File: src/hw/rtl/lsft_pkg.sv
// shared types and constants of the label subset forwarding table
package lsft_pkg;

    localparam int NUM_SLOTS_DEF = 16;
    localparam int MAX_RES       = 16;
    localparam int MATCH_W       = $clog2(MAX_RES + 1);
    localparam int LABEL_W       = 48;
    localparam int ADDR_W        = 64;
    localparam int IDX_OUT_W     = 4;
    localparam int CFG_ADDR_W    = 4;
    localparam int CFG_DATA_W    = 64;

    typedef enum logic [1:0] {
        MODE_MERGE     = 2'd0,
        MODE_DELETE    = 2'd1,
        MODE_FORWARD   = 2'd2,
        MODE_AGGREGATE = 2'd3
    } t_mode;

    typedef enum logic [1:0] {
        STATUS_OK        = 2'd0,
        STATUS_FULL      = 2'd1,
        STATUS_NOT_FOUND = 2'd2
    } t_status;

    typedef enum logic [0:0] {
        CFG_OWN_LO = 1'b0,
        CFG_OWN_HI = 1'b1
    } t_cfg_idx;

    typedef struct packed {
        t_mode              mode;
        logic [ADDR_W-1:0]  addr_hi;
        logic [ADDR_W-1:0]  addr_lo;
        logic [LABEL_W-1:0] labels_lo;
        logic [LABEL_W-1:0] labels_hi;
    } t_in_beat;

    typedef struct packed {
        t_status              status;
        logic                 hit;
        logic [IDX_OUT_W-1:0] entry_index;
        logic [ADDR_W-1:0]    nbr_addr_hi;
        logic [ADDR_W-1:0]    nbr_addr_lo;
        logic [LABEL_W-1:0]   merged_lo;
        logic [LABEL_W-1:0]   merged_hi;
        logic                 last;
    } t_out_beat;

    typedef struct packed {
        logic [ADDR_W-1:0]  addr_hi;
        logic [ADDR_W-1:0]  addr_lo;
        logic [LABEL_W-1:0] labels_lo;
        logic [LABEL_W-1:0] labels_hi;
    } t_entry;

    localparam int ENTRY_W = $bits(t_entry);

endpackage

File: src/hw/rtl/label_subset_forwarding_table_top.sv
// top level of the label subset forwarding table
//
// Neighbor table of NUM_SLOTS entries, each a 128-bit address and a 96-bit label mask.
// Input channel (i_in_valid / o_in_ready / i_in_data) takes one request beat: merge,
// delete, forward match or aggregate. Output channel (o_out_valid / i_out_ready /
// o_out_data) returns the result beats; the final beat of a request has last set.
// Merge, delete and aggregate give one beat; forward gives one beat per matching
// valid entry in slot order (at most 16), or one beat without hit.
// Each request scans the slot ram one entry per cycle through its single read port
// while not stalled. o_in_ready is low from acceptance until the final step is done,
// so the next request is accepted only once the previous one has finished its final
// step. A stalled receiver holds the scan when a forward result is waiting for the
// output register, and holds the final step.
// The output register lets the last beat wait while the next request is accepted.
// Own label registers sit on an APB port: offset 0 words 0 to 2, offset 8 words 3 to 5.
// Reset clears the valid bits, the own labels and the output valid flag; ram contents
// are not cleared and are only read through a valid entry.
module label_subset_forwarding_table_top #(
    parameter int NUM_SLOTS = lsft_pkg::NUM_SLOTS_DEF
) (
    input  logic                            i_clk,
    input  logic                            i_rst_n,
    input  logic                            i_in_valid,
    output logic                            o_in_ready,
    input  lsft_pkg::t_in_beat              i_in_data,
    output logic                            o_out_valid,
    input  logic                            i_out_ready,
    output lsft_pkg::t_out_beat             o_out_data,
    input  logic                            psel,
    input  logic                            penable,
    input  logic                            pwrite,
    input  logic [lsft_pkg::CFG_ADDR_W-1:0] paddr,
    input  logic [lsft_pkg::CFG_DATA_W-1:0] pwdata,
    output logic [lsft_pkg::CFG_DATA_W-1:0] prdata,
    output logic                            pready
);

    localparam int IDX_W = (NUM_SLOTS > 1) ? $clog2(NUM_SLOTS) : 1;
    localparam int CNT_W = $clog2(NUM_SLOTS + 1);

    typedef enum logic [2:0] {
        S_IDLE = 3'b001,
        S_SCAN = 3'b010,
        S_FIN  = 3'b100
    } t_state;

    t_state                            r_state;
    lsft_pkg::t_in_beat                r_req;
    logic [CNT_W-1:0]                  r_idx;
    logic                              r_chk_v;
    logic [IDX_W-1:0]                  r_chk_idx;
    logic                              r_found;
    logic [IDX_W-1:0]                  r_slot;
    logic                              r_free_f;
    logic [IDX_W-1:0]                  r_free;
    logic                              r_pend;
    logic [IDX_W-1:0]                  r_pend_idx;
    logic [lsft_pkg::ADDR_W-1:0]       r_pend_hi;
    logic [lsft_pkg::ADDR_W-1:0]       r_pend_lo;
    logic [lsft_pkg::MATCH_W-1:0]      r_nmatch;
    logic [lsft_pkg::LABEL_W-1:0]      r_acc_lo;
    logic [lsft_pkg::LABEL_W-1:0]      r_acc_hi;
    logic [NUM_SLOTS-1:0]              r_valid;
    logic [lsft_pkg::LABEL_W-1:0]      r_own_lo;
    logic [lsft_pkg::LABEL_W-1:0]      r_own_hi;
    logic                              r_out_valid;
    lsft_pkg::t_out_beat               r_out;

    lsft_pkg::t_out_beat               n_beat;
    logic [lsft_pkg::ENTRY_W-1:0]      ram_q;
    lsft_pkg::t_entry                  rd;
    lsft_pkg::t_entry                  wr;
    logic                              in_fire;
    logic                              out_busy;
    logic                              slot_ok;
    logic                              addr_hit;
    logic                              lbl_hit;
    logic                              fwd_take;
    logic                              stall;
    logic                              scan_go;
    logic                              issue;
    logic                              push;
    logic                              fin_go;
    logic                              ram_we;
    logic [IDX_W-1:0]                  ram_waddr;
    logic                              cfg_wr;

    assign in_fire  = i_in_valid && o_in_ready;
    assign out_busy = r_out_valid && !i_out_ready;
    assign rd       = lsft_pkg::t_entry'(ram_q);

    assign slot_ok  = r_chk_v && r_valid[r_chk_idx];
    assign addr_hit = slot_ok && (rd.addr_hi == r_req.addr_hi)
                      && (rd.addr_lo == r_req.addr_lo);
    assign lbl_hit  = slot_ok && ((rd.labels_lo & r_req.labels_lo) == r_req.labels_lo)
                      && ((rd.labels_hi & r_req.labels_hi) == r_req.labels_hi);
    assign fwd_take = (r_req.mode == lsft_pkg::MODE_FORWARD) && lbl_hit
                      && (r_nmatch < lsft_pkg::MATCH_W'(lsft_pkg::MAX_RES));
    assign stall    = fwd_take && r_pend && out_busy;
    assign scan_go  = (r_state == S_SCAN) && !stall;
    assign issue    = scan_go && (r_idx < CNT_W'(NUM_SLOTS));
    assign fin_go   = (r_state == S_FIN) && !out_busy;

    assign wr.addr_hi   = r_req.addr_hi;
    assign wr.addr_lo   = r_req.addr_lo;
    assign wr.labels_lo = r_req.labels_lo;
    assign wr.labels_hi = r_req.labels_hi;
    assign ram_we    = fin_go && (r_req.mode == lsft_pkg::MODE_MERGE) && (r_found || r_free_f);
    assign ram_waddr = r_found ? r_slot : r_free;

    lsft_ram #(
        .WIDTH  (lsft_pkg::ENTRY_W),
        .DEPTH  (NUM_SLOTS),
        .ADDR_W (IDX_W)
    ) u_ram (
        .i_clk   (i_clk),
        .i_we    (ram_we),
        .i_waddr (ram_waddr),
        .i_wdata (wr),
        .i_re    (issue),
        .i_raddr (r_idx[IDX_W-1:0]),
        .o_rdata (ram_q)
    );

    // result beat selection
    always_comb begin
        push   = 1'b0;
        n_beat = '0;
        if ((r_state == S_SCAN) && fwd_take && r_pend && !out_busy) begin
            push               = 1'b1;
            n_beat.hit         = 1'b1;
            n_beat.entry_index = lsft_pkg::IDX_OUT_W'(r_pend_idx);
            n_beat.nbr_addr_hi = r_pend_hi;
            n_beat.nbr_addr_lo = r_pend_lo;
        end else if (fin_go) begin
            push        = 1'b1;
            n_beat.last = 1'b1;
            case (r_req.mode)
                lsft_pkg::MODE_MERGE: begin
                    if (r_found || r_free_f) begin
                        n_beat.entry_index = lsft_pkg::IDX_OUT_W'(ram_waddr);
                        n_beat.nbr_addr_hi = r_req.addr_hi;
                        n_beat.nbr_addr_lo = r_req.addr_lo;
                    end else begin
                        n_beat.status = lsft_pkg::STATUS_FULL;
                    end
                end
                lsft_pkg::MODE_DELETE: begin
                    if (r_found) begin
                        n_beat.entry_index = lsft_pkg::IDX_OUT_W'(r_slot);
                        n_beat.nbr_addr_hi = r_req.addr_hi;
                        n_beat.nbr_addr_lo = r_req.addr_lo;
                    end else begin
                        n_beat.status = lsft_pkg::STATUS_NOT_FOUND;
                    end
                end
                lsft_pkg::MODE_FORWARD: begin
                    if (r_pend) begin
                        n_beat.hit         = 1'b1;
                        n_beat.entry_index = lsft_pkg::IDX_OUT_W'(r_pend_idx);
                        n_beat.nbr_addr_hi = r_pend_hi;
                        n_beat.nbr_addr_lo = r_pend_lo;
                    end
                end
                default: begin
                    n_beat.merged_lo = r_acc_lo;
                    n_beat.merged_hi = r_acc_hi;
                end
            endcase
        end
    end

    // sequencer and scan registers
    always_ff @(posedge i_clk) begin
        if (!i_rst_n) begin
            r_state <= S_IDLE;
            r_chk_v <= 1'b0;
            r_valid <= '0;
        end else begin
            case (r_state)
                S_IDLE: begin
                    if (in_fire) begin
                        r_req    <= i_in_data;
                        r_idx    <= '0;
                        r_chk_v  <= 1'b0;
                        r_found  <= 1'b0;
                        r_free_f <= 1'b0;
                        r_pend   <= 1'b0;
                        r_nmatch <= '0;
                        r_acc_lo <= r_own_lo;
                        r_acc_hi <= r_own_hi;
                        r_state  <= S_SCAN;
                    end
                end
                S_SCAN: begin
                    if (scan_go) begin
                        r_chk_v   <= issue;
                        r_chk_idx <= r_idx[IDX_W-1:0];
                        if (issue) begin
                            r_idx <= r_idx + CNT_W'(1);
                        end else begin
                            r_state <= S_FIN;
                        end
                        if (addr_hit && !r_found) begin
                            r_found <= 1'b1;
                            r_slot  <= r_chk_idx;
                        end
                        if (r_chk_v && !r_valid[r_chk_idx] && !r_free_f) begin
                            r_free_f <= 1'b1;
                            r_free   <= r_chk_idx;
                        end
                        if (fwd_take) begin
                            r_pend     <= 1'b1;
                            r_pend_idx <= r_chk_idx;
                            r_pend_hi  <= rd.addr_hi;
                            r_pend_lo  <= rd.addr_lo;
                            r_nmatch   <= r_nmatch + lsft_pkg::MATCH_W'(1);
                        end
                        if (slot_ok) begin
                            r_acc_lo <= r_acc_lo | rd.labels_lo;
                            r_acc_hi <= r_acc_hi | rd.labels_hi;
                        end
                    end
                end
                S_FIN: begin
                    if (fin_go) begin
                        if (ram_we) begin
                            r_valid[ram_waddr] <= 1'b1;
                        end
                        if ((r_req.mode == lsft_pkg::MODE_DELETE) && r_found) begin
                            r_valid[r_slot] <= 1'b0;
                        end
                        r_state <= S_IDLE;
                    end
                end
                default: begin
                    r_state <= S_IDLE;
                end
            endcase
        end
    end

    // output register
    always_ff @(posedge i_clk) begin
        if (!i_rst_n) begin
            r_out_valid <= 1'b0;
        end else if (push) begin
            r_out_valid <= 1'b1;
            r_out       <= n_beat;
        end else if (i_out_ready) begin
            r_out_valid <= 1'b0;
        end
    end

    // configuration registers
    assign cfg_wr = psel && penable && pwrite && pready;

    always_ff @(posedge i_clk) begin
        if (!i_rst_n) begin
            r_own_lo <= '0;
            r_own_hi <= '0;
        end else if (cfg_wr) begin
            case (lsft_pkg::t_cfg_idx'(paddr[3]))
                lsft_pkg::CFG_OWN_LO: r_own_lo <= pwdata[lsft_pkg::LABEL_W-1:0];
                lsft_pkg::CFG_OWN_HI: r_own_hi <= pwdata[lsft_pkg::LABEL_W-1:0];
                default: begin
                    r_own_lo <= r_own_lo;
                end
            endcase
        end
    end

    always_comb begin
        case (lsft_pkg::t_cfg_idx'(paddr[3]))
            lsft_pkg::CFG_OWN_LO: prdata = lsft_pkg::CFG_DATA_W'(r_own_lo);
            lsft_pkg::CFG_OWN_HI: prdata = lsft_pkg::CFG_DATA_W'(r_own_hi);
            default:              prdata = '0;
        endcase
    end

    assign pready      = 1'b1;
    assign o_in_ready  = (r_state == S_IDLE);
    assign o_out_valid = r_out_valid;
    assign o_out_data  = r_out;

`ifndef NO_ASSERTIONS
    a_accept_starts_scan: assert property (@(posedge i_clk) disable iff (!i_rst_n)
        in_fire |=> (r_state == S_SCAN))
        else $error("accepted beat did not start a scan");

    a_fin_gives_last: assert property (@(posedge i_clk) disable iff (!i_rst_n)
        fin_go |=> (r_state == S_IDLE) && o_out_valid && o_out_data.last)
        else $error("final step did not present a last beat");

    a_stall_holds_scan: assert property (@(posedge i_clk) disable iff (!i_rst_n)
        (r_state == S_SCAN) && stall |=> $stable(r_idx) && $stable(r_pend_idx))
        else $error("scan moved while stalled");

    a_mid_beat_busy: assert property (@(posedge i_clk) disable iff (!i_rst_n)
        o_out_valid && !o_out_data.last |-> (r_state == S_SCAN) || (r_state == S_FIN))
        else $error("non-last beat pending while idle");
`endif

endmodule

File: src/hw/rtl/lsft_ram.sv
// generic single write port ram with registered read
module lsft_ram #(
    parameter int WIDTH  = lsft_pkg::ENTRY_W,
    parameter int DEPTH  = lsft_pkg::NUM_SLOTS_DEF,
    parameter int ADDR_W = (DEPTH > 1) ? $clog2(DEPTH) : 1
) (
    input  logic              i_clk,
    input  logic              i_we,
    input  logic [ADDR_W-1:0] i_waddr,
    input  logic [WIDTH-1:0]  i_wdata,
    input  logic              i_re,
    input  logic [ADDR_W-1:0] i_raddr,
    output logic [WIDTH-1:0]  o_rdata
);

    logic [WIDTH-1:0] r_mem [DEPTH];
    logic [WIDTH-1:0] r_q;

    always_ff @(posedge i_clk) begin
        if (i_we) begin
            r_mem[i_waddr] <= i_wdata;
        end
        if (i_re) begin
            r_q <= r_mem[i_raddr];
        end
    end

    assign o_rdata = r_q;

endmodule

File: config.mk
export PLATFORM = sky130hd
export DESIGN_NAME = label_subset_forwarding_table_top
export DESIGN_NICKNAME = d
export VERILOG_FILES = /design/src/hw/rtl/lsft_pkg.sv /design/src/hw/rtl/label_subset_forwarding_table_top.sv /design/src/hw/rtl/lsft_ram.sv
export SDC_FILE = /design/constraint.sdc
export NUM_CORES = 2
export LEC_CHECK = 0
export ABC_CLOCK_PERIOD_IN_PS = 59000
export BUFFER_PORTS_ARGS = -buffer_cell sky130_fd_sc_hd__clkbuf_2
export CORE_MARGIN = 2
export CORE_UTILIZATION = 55
export DETAILED_ROUTE_END_ITERATION = 8
export GPL_TIMING_DRIVEN = 0
export PLACE_DENSITY = 0.69
export SYNTH_ARGS = -nofsm -noshare
export SYNTH_HDL_FRONTEND = slang
export SYNTH_SLANG_ARGS = --single-unit
export TNS_END_PERCENT = 5
File: constraint.sdc
create_clock -name i_clk -period 59 [get_ports i_clk]
set_input_delay 2.95 -clock i_clk [delete_from_list [all_inputs] [get_ports i_clk]]
set_output_delay 2.95 -clock i_clk [all_outputs]
set_load 0.01 [all_outputs]
==> flow_metrics.env <==
export IMPL_status="finished with violations"
export IMPL_violations="design-rule violations, max-capacitance violations, max-slew violations"
export IMPL_crit_top_cell="clkbuf_1"
export IMPL_worstPathArrival_ns=5.16
export IMPL_worstSetupPathType="input pin to primary output"
export IMPL_cts_hold_fix_buffers=0
export IMPL_cts_sinks=4636
export IMPL_holdWs_ns=0.436
export IMPL_grt_setup_unrepaired="false"
export IMPL_die_area_sq_mm=0.322
export IMPL_fp_dieH_um=567
export IMPL_start_util=0.554
export IMPL_fin_skew_ns=0.0954
export IMPL_cts_setup_buffers=0
export IMPL_antenna_found_initial=59
export IMPL_via_per_inst=6.57
export IMPL_grt_usage=0.313
export IMPL_synth_cells=7834
export IMPL_holdCritPathClass="register to register"
export IMPL_cp_data_required_time_ns=56.05
export IMPL_num_rows=206
export IMPL_cp_slowest_stage_delay_ns=0.77
export IMPL_fmax_mhz=123
export IMPL_netlist_area_sq_mm=0.175
export IMPL_synth_edff_count=4519
export IMPL_layout_drive_gt1_share=0.294
export IMPL_cts_tree="done"
export IMPL_yosysUniqueCellTypes=64
export IMPL_nNetsFinal=9413
export IMPL_sequential_cell_area_sq_mm=0.138
export IMPL_cts_clk_slew_worst_paths_ns=0.06
export IMPL_drc=3
export IMPL_yosysSeqAreaShare=0.791
export IMPL_finalHoldViolCount=0
export IMPL_dr_first_iter_drc_count=14222
export IMPL_multi_input_comb_area_sq_mm=0.0347
export IMPL_maxCapViolCount=2
export IMPL_ys_seq_elements=4636
export IMPL_wl_per_cell_um=36.9
export IMPL_cts_max_level=5
export IMPL_critPathSlowestCell="clkbuf_1"
export IMPL_min_period_ns=8.11
export IMPL_syn_area_per_cell_sq_um=22.3
export IMPL_core_sq_mm=0.315
export IMPL_cts_buffers=453
export IMPL_synthArstFlopShare=0
export IMPL_first_global_vias=88340
export IMPL_routed_wl_mm=504
export IMPL_startpoint_type="input pin"
export IMPL_synth_top_cell_by_area="edfxtp_1"
export IMPL_synth_ff_type="edfxtp_1"
export IMPL_crit_fanout=10
export IMPL_p_total_uw=6690
export IMPL_cp_end_kind="primary output"
export IMPL_path_cells="clkbuf_1, clkbuf_1, buf_1, mux2_2, clkbuf_2"
export IMPL_dp_cells=12814
export IMPL_grt_max_degree=34
export IMPL_area_growth_pct=15.9
export IMPL_n_fill_cell=20415
export IMPL_synth_area_leaders="edfxtp_1, mux4_2, nand2_1, dfxtp_1, clkbuf_1"
export IMPL_power_density_mw_per_mm2=33.0
export IMPL_dr_pass1_iters=9
export IMPL_ir_worst_vdd_v=0.0000266
export IMPL_die_x_um=567
export IMPL_synth_top_area_share=0.778
export IMPL_worstSkewPairLatency_ns=1.01
export IMPL_ios=600
export IMPL_clk_path_buf_depth=4
export IMPL_fin_setup_tns_ns=0
export IMPL_vias=89763
export IMPL_ctsResizeCount=0
export IMPL_postRouteAntennaNets=0
export IMPL_relSlewSlack=-0.0472
export IMPL_gp_congestion=0.941
export IMPL_yosysWarnings=0
export IMPL_root_buffer="clkbuf_16"
export IMPL_instances_no_fill=13666
export IMPL_grt_overflow_total=0
export IMPL_grt_pass1_wl_mm=695
export IMPL_finalSetupViolations=0
export IMPL_worstMarginPinSlew_ns=1.57
export IMPL_p_leak_uw=0.0648
export IMPL_dp_hpwl_mm=338
export IMPL_slew_viol_final=13
export IMPL_io_buffers=562
export IMPL_post_route_period_util=0.137
==> final cells by class <==
cell class	instances	share of cell area
Clock inverter	276	0.0119
Tap cell	4160	0.0257
Buffer	389	0.00852
Antenna cell	23	0.000284
Multi-Input combinational cell	2741	0.171
Timing Repair Buffer	806	0.0397
Sequential cell	4636	0.682
Clock buffer	552	0.0587
Inverter	83	0.00154
==> worst max-delay path: cells and delay by family <==
| family | cells | cell delay [ns] |
|---|---|---|
| buf+inv | 4 | 1.75 |
| mux | 1 | 0.44 |
==> per-stage QoR <==
| stage | worst slack [ns] | area [sq um] | utilization |
|---|---|---|---|
| 5_1_grt | 50.84 | 202000 | 0.642 |
| 4_1_cts | 50.94 | 202000 | 0.642 |
| 2_1_floorplan | 38.43 | 175000 | - |
| 3_3_place_gp | 25.57 | 183000 | 0.579 |
| 6_report | 50.89 | 202000 | 0.642 |
| 3_5_place_dp | 50.95 | 188000 | 0.596 |
==> path summary, 6_finish.rpt <==
path                      startpoint             end  slack [ns]  cells past startpoint
setup / recovery            paddr[3]      prdata[46]       50.89                      5
hold / removal    u_ram.o_rdata[210]   r_pend_hi[50]        0.44                      0
setup reg to reg         o_out_valid  o_out_data[92]       53.81                      9
hold reg to reg   u_ram.o_rdata[210]   r_pend_hi[50]        0.44                      0
==> power breakdown <==
group / total (uW) / switching, uW / internal, uW
Sequential: 3670 / 46.3 / 3620
Combinational: 204 / 117 / 87.4
Clock: 2810 / 1230 / 1580
Total: 6690 / 1390 / 5290
==> Yosys cell counts (all sizes together) (6+ instances only) <==
cell	n
o22ai	24
nand4	36
o21ai	234
a22o	9
nor4b	6
mux2	48
edfxtp	4519
a221oi	15
o221a	16
nand2b	69
a21oi	9
nor4	35
mux4	1125
nor2	43
and2	99
o2bb2ai	14
a21boi	96
inv	83
xor2	63
buf	97
nand2	669
xnor2	12
nand3	16
nor2b	30
clkbuf	292
dfxtp	117
==> logic make-up (layout without fill, tap and decap cells) <==
kind of cell             after synthesis  count (layout)  synth area share
flip-flops                          4636            4636             0.791
multiplexers                        1174            1174             0.148
AND/OR/NAND/NOR                     1031            1031            0.0270
buffers and inverters                472            2106            0.0116
AO/OA/AOI/OAI                        442             442            0.0181
XOR/XNOR                              75              75           0.00376
adder cells (fa/ha/maj)                2               2          0.000143
other                                  2              40         0.0000430
==> routing by layer <==
layer  track usage  vias to the layer above  share of wire
li1              -                    34996              -
met1         0.422                    47225           0.35
met2         0.486                     6474           0.47
met3        0.0727                     1024           0.12
met4         0.155                       44          0.059
met5             0                        -        0.00056
==> flip-flops by register name, indices dropped and copies added (netlist names), 3 cells and up <==
register       flops
r_pend_idx         4
r_idx              5
u_ram.r_mem     3584
r_pend_lo         64
u_ram.o_rdata    224
r_req            226
r_free             4
r_own_hi          48
o_out_data       232
r_chk_idx          4
r_state            3
r_valid           16
r_slot             4
r_acc_lo          48
r_acc_hi          48
r_pend_hi         64
r_nmatch           5
r_own_lo          48
==> layout by cell type, fill, tap and decap left out, types with 23 or more instances in the layout <==
master | Yosys | layout
edfxtp_1 | 4519 | 4519
mux4_2 | 1121 | 1121
nand2_1 | 668 | 668
clkbuf_2 | 4 | 579
clkbuf_16 | 0 | 460
clkbuf_1 | 288 | 365
buf_12 | 10 | 210
o21ai_0 | 144 | 143
dfxtp_1 | 117 | 117
clkinv_1 | 0 | 114
and2_1 | 99 | 99
a21boi_0 | 96 | 96
o21ai_2 | 90 | 90
inv_1 | 82 | 82
clkinv_2 | 0 | 81
nand2b_1 | 69 | 69
xor2_1 | 63 | 63
buf_1 | 58 | 58
mux2_2 | 48 | 48
buf_16 | 0 | 44
nand4_1 | 36 | 36
bufinv_16 | 0 | 35
nor4_1 | 34 | 34
nor2b_1 | 30 | 30
nor2_1 | 43 | 24
o22ai_1 | 24 | 24
diode_2 | 0 | 23
(Power assumes the default switching activity.)
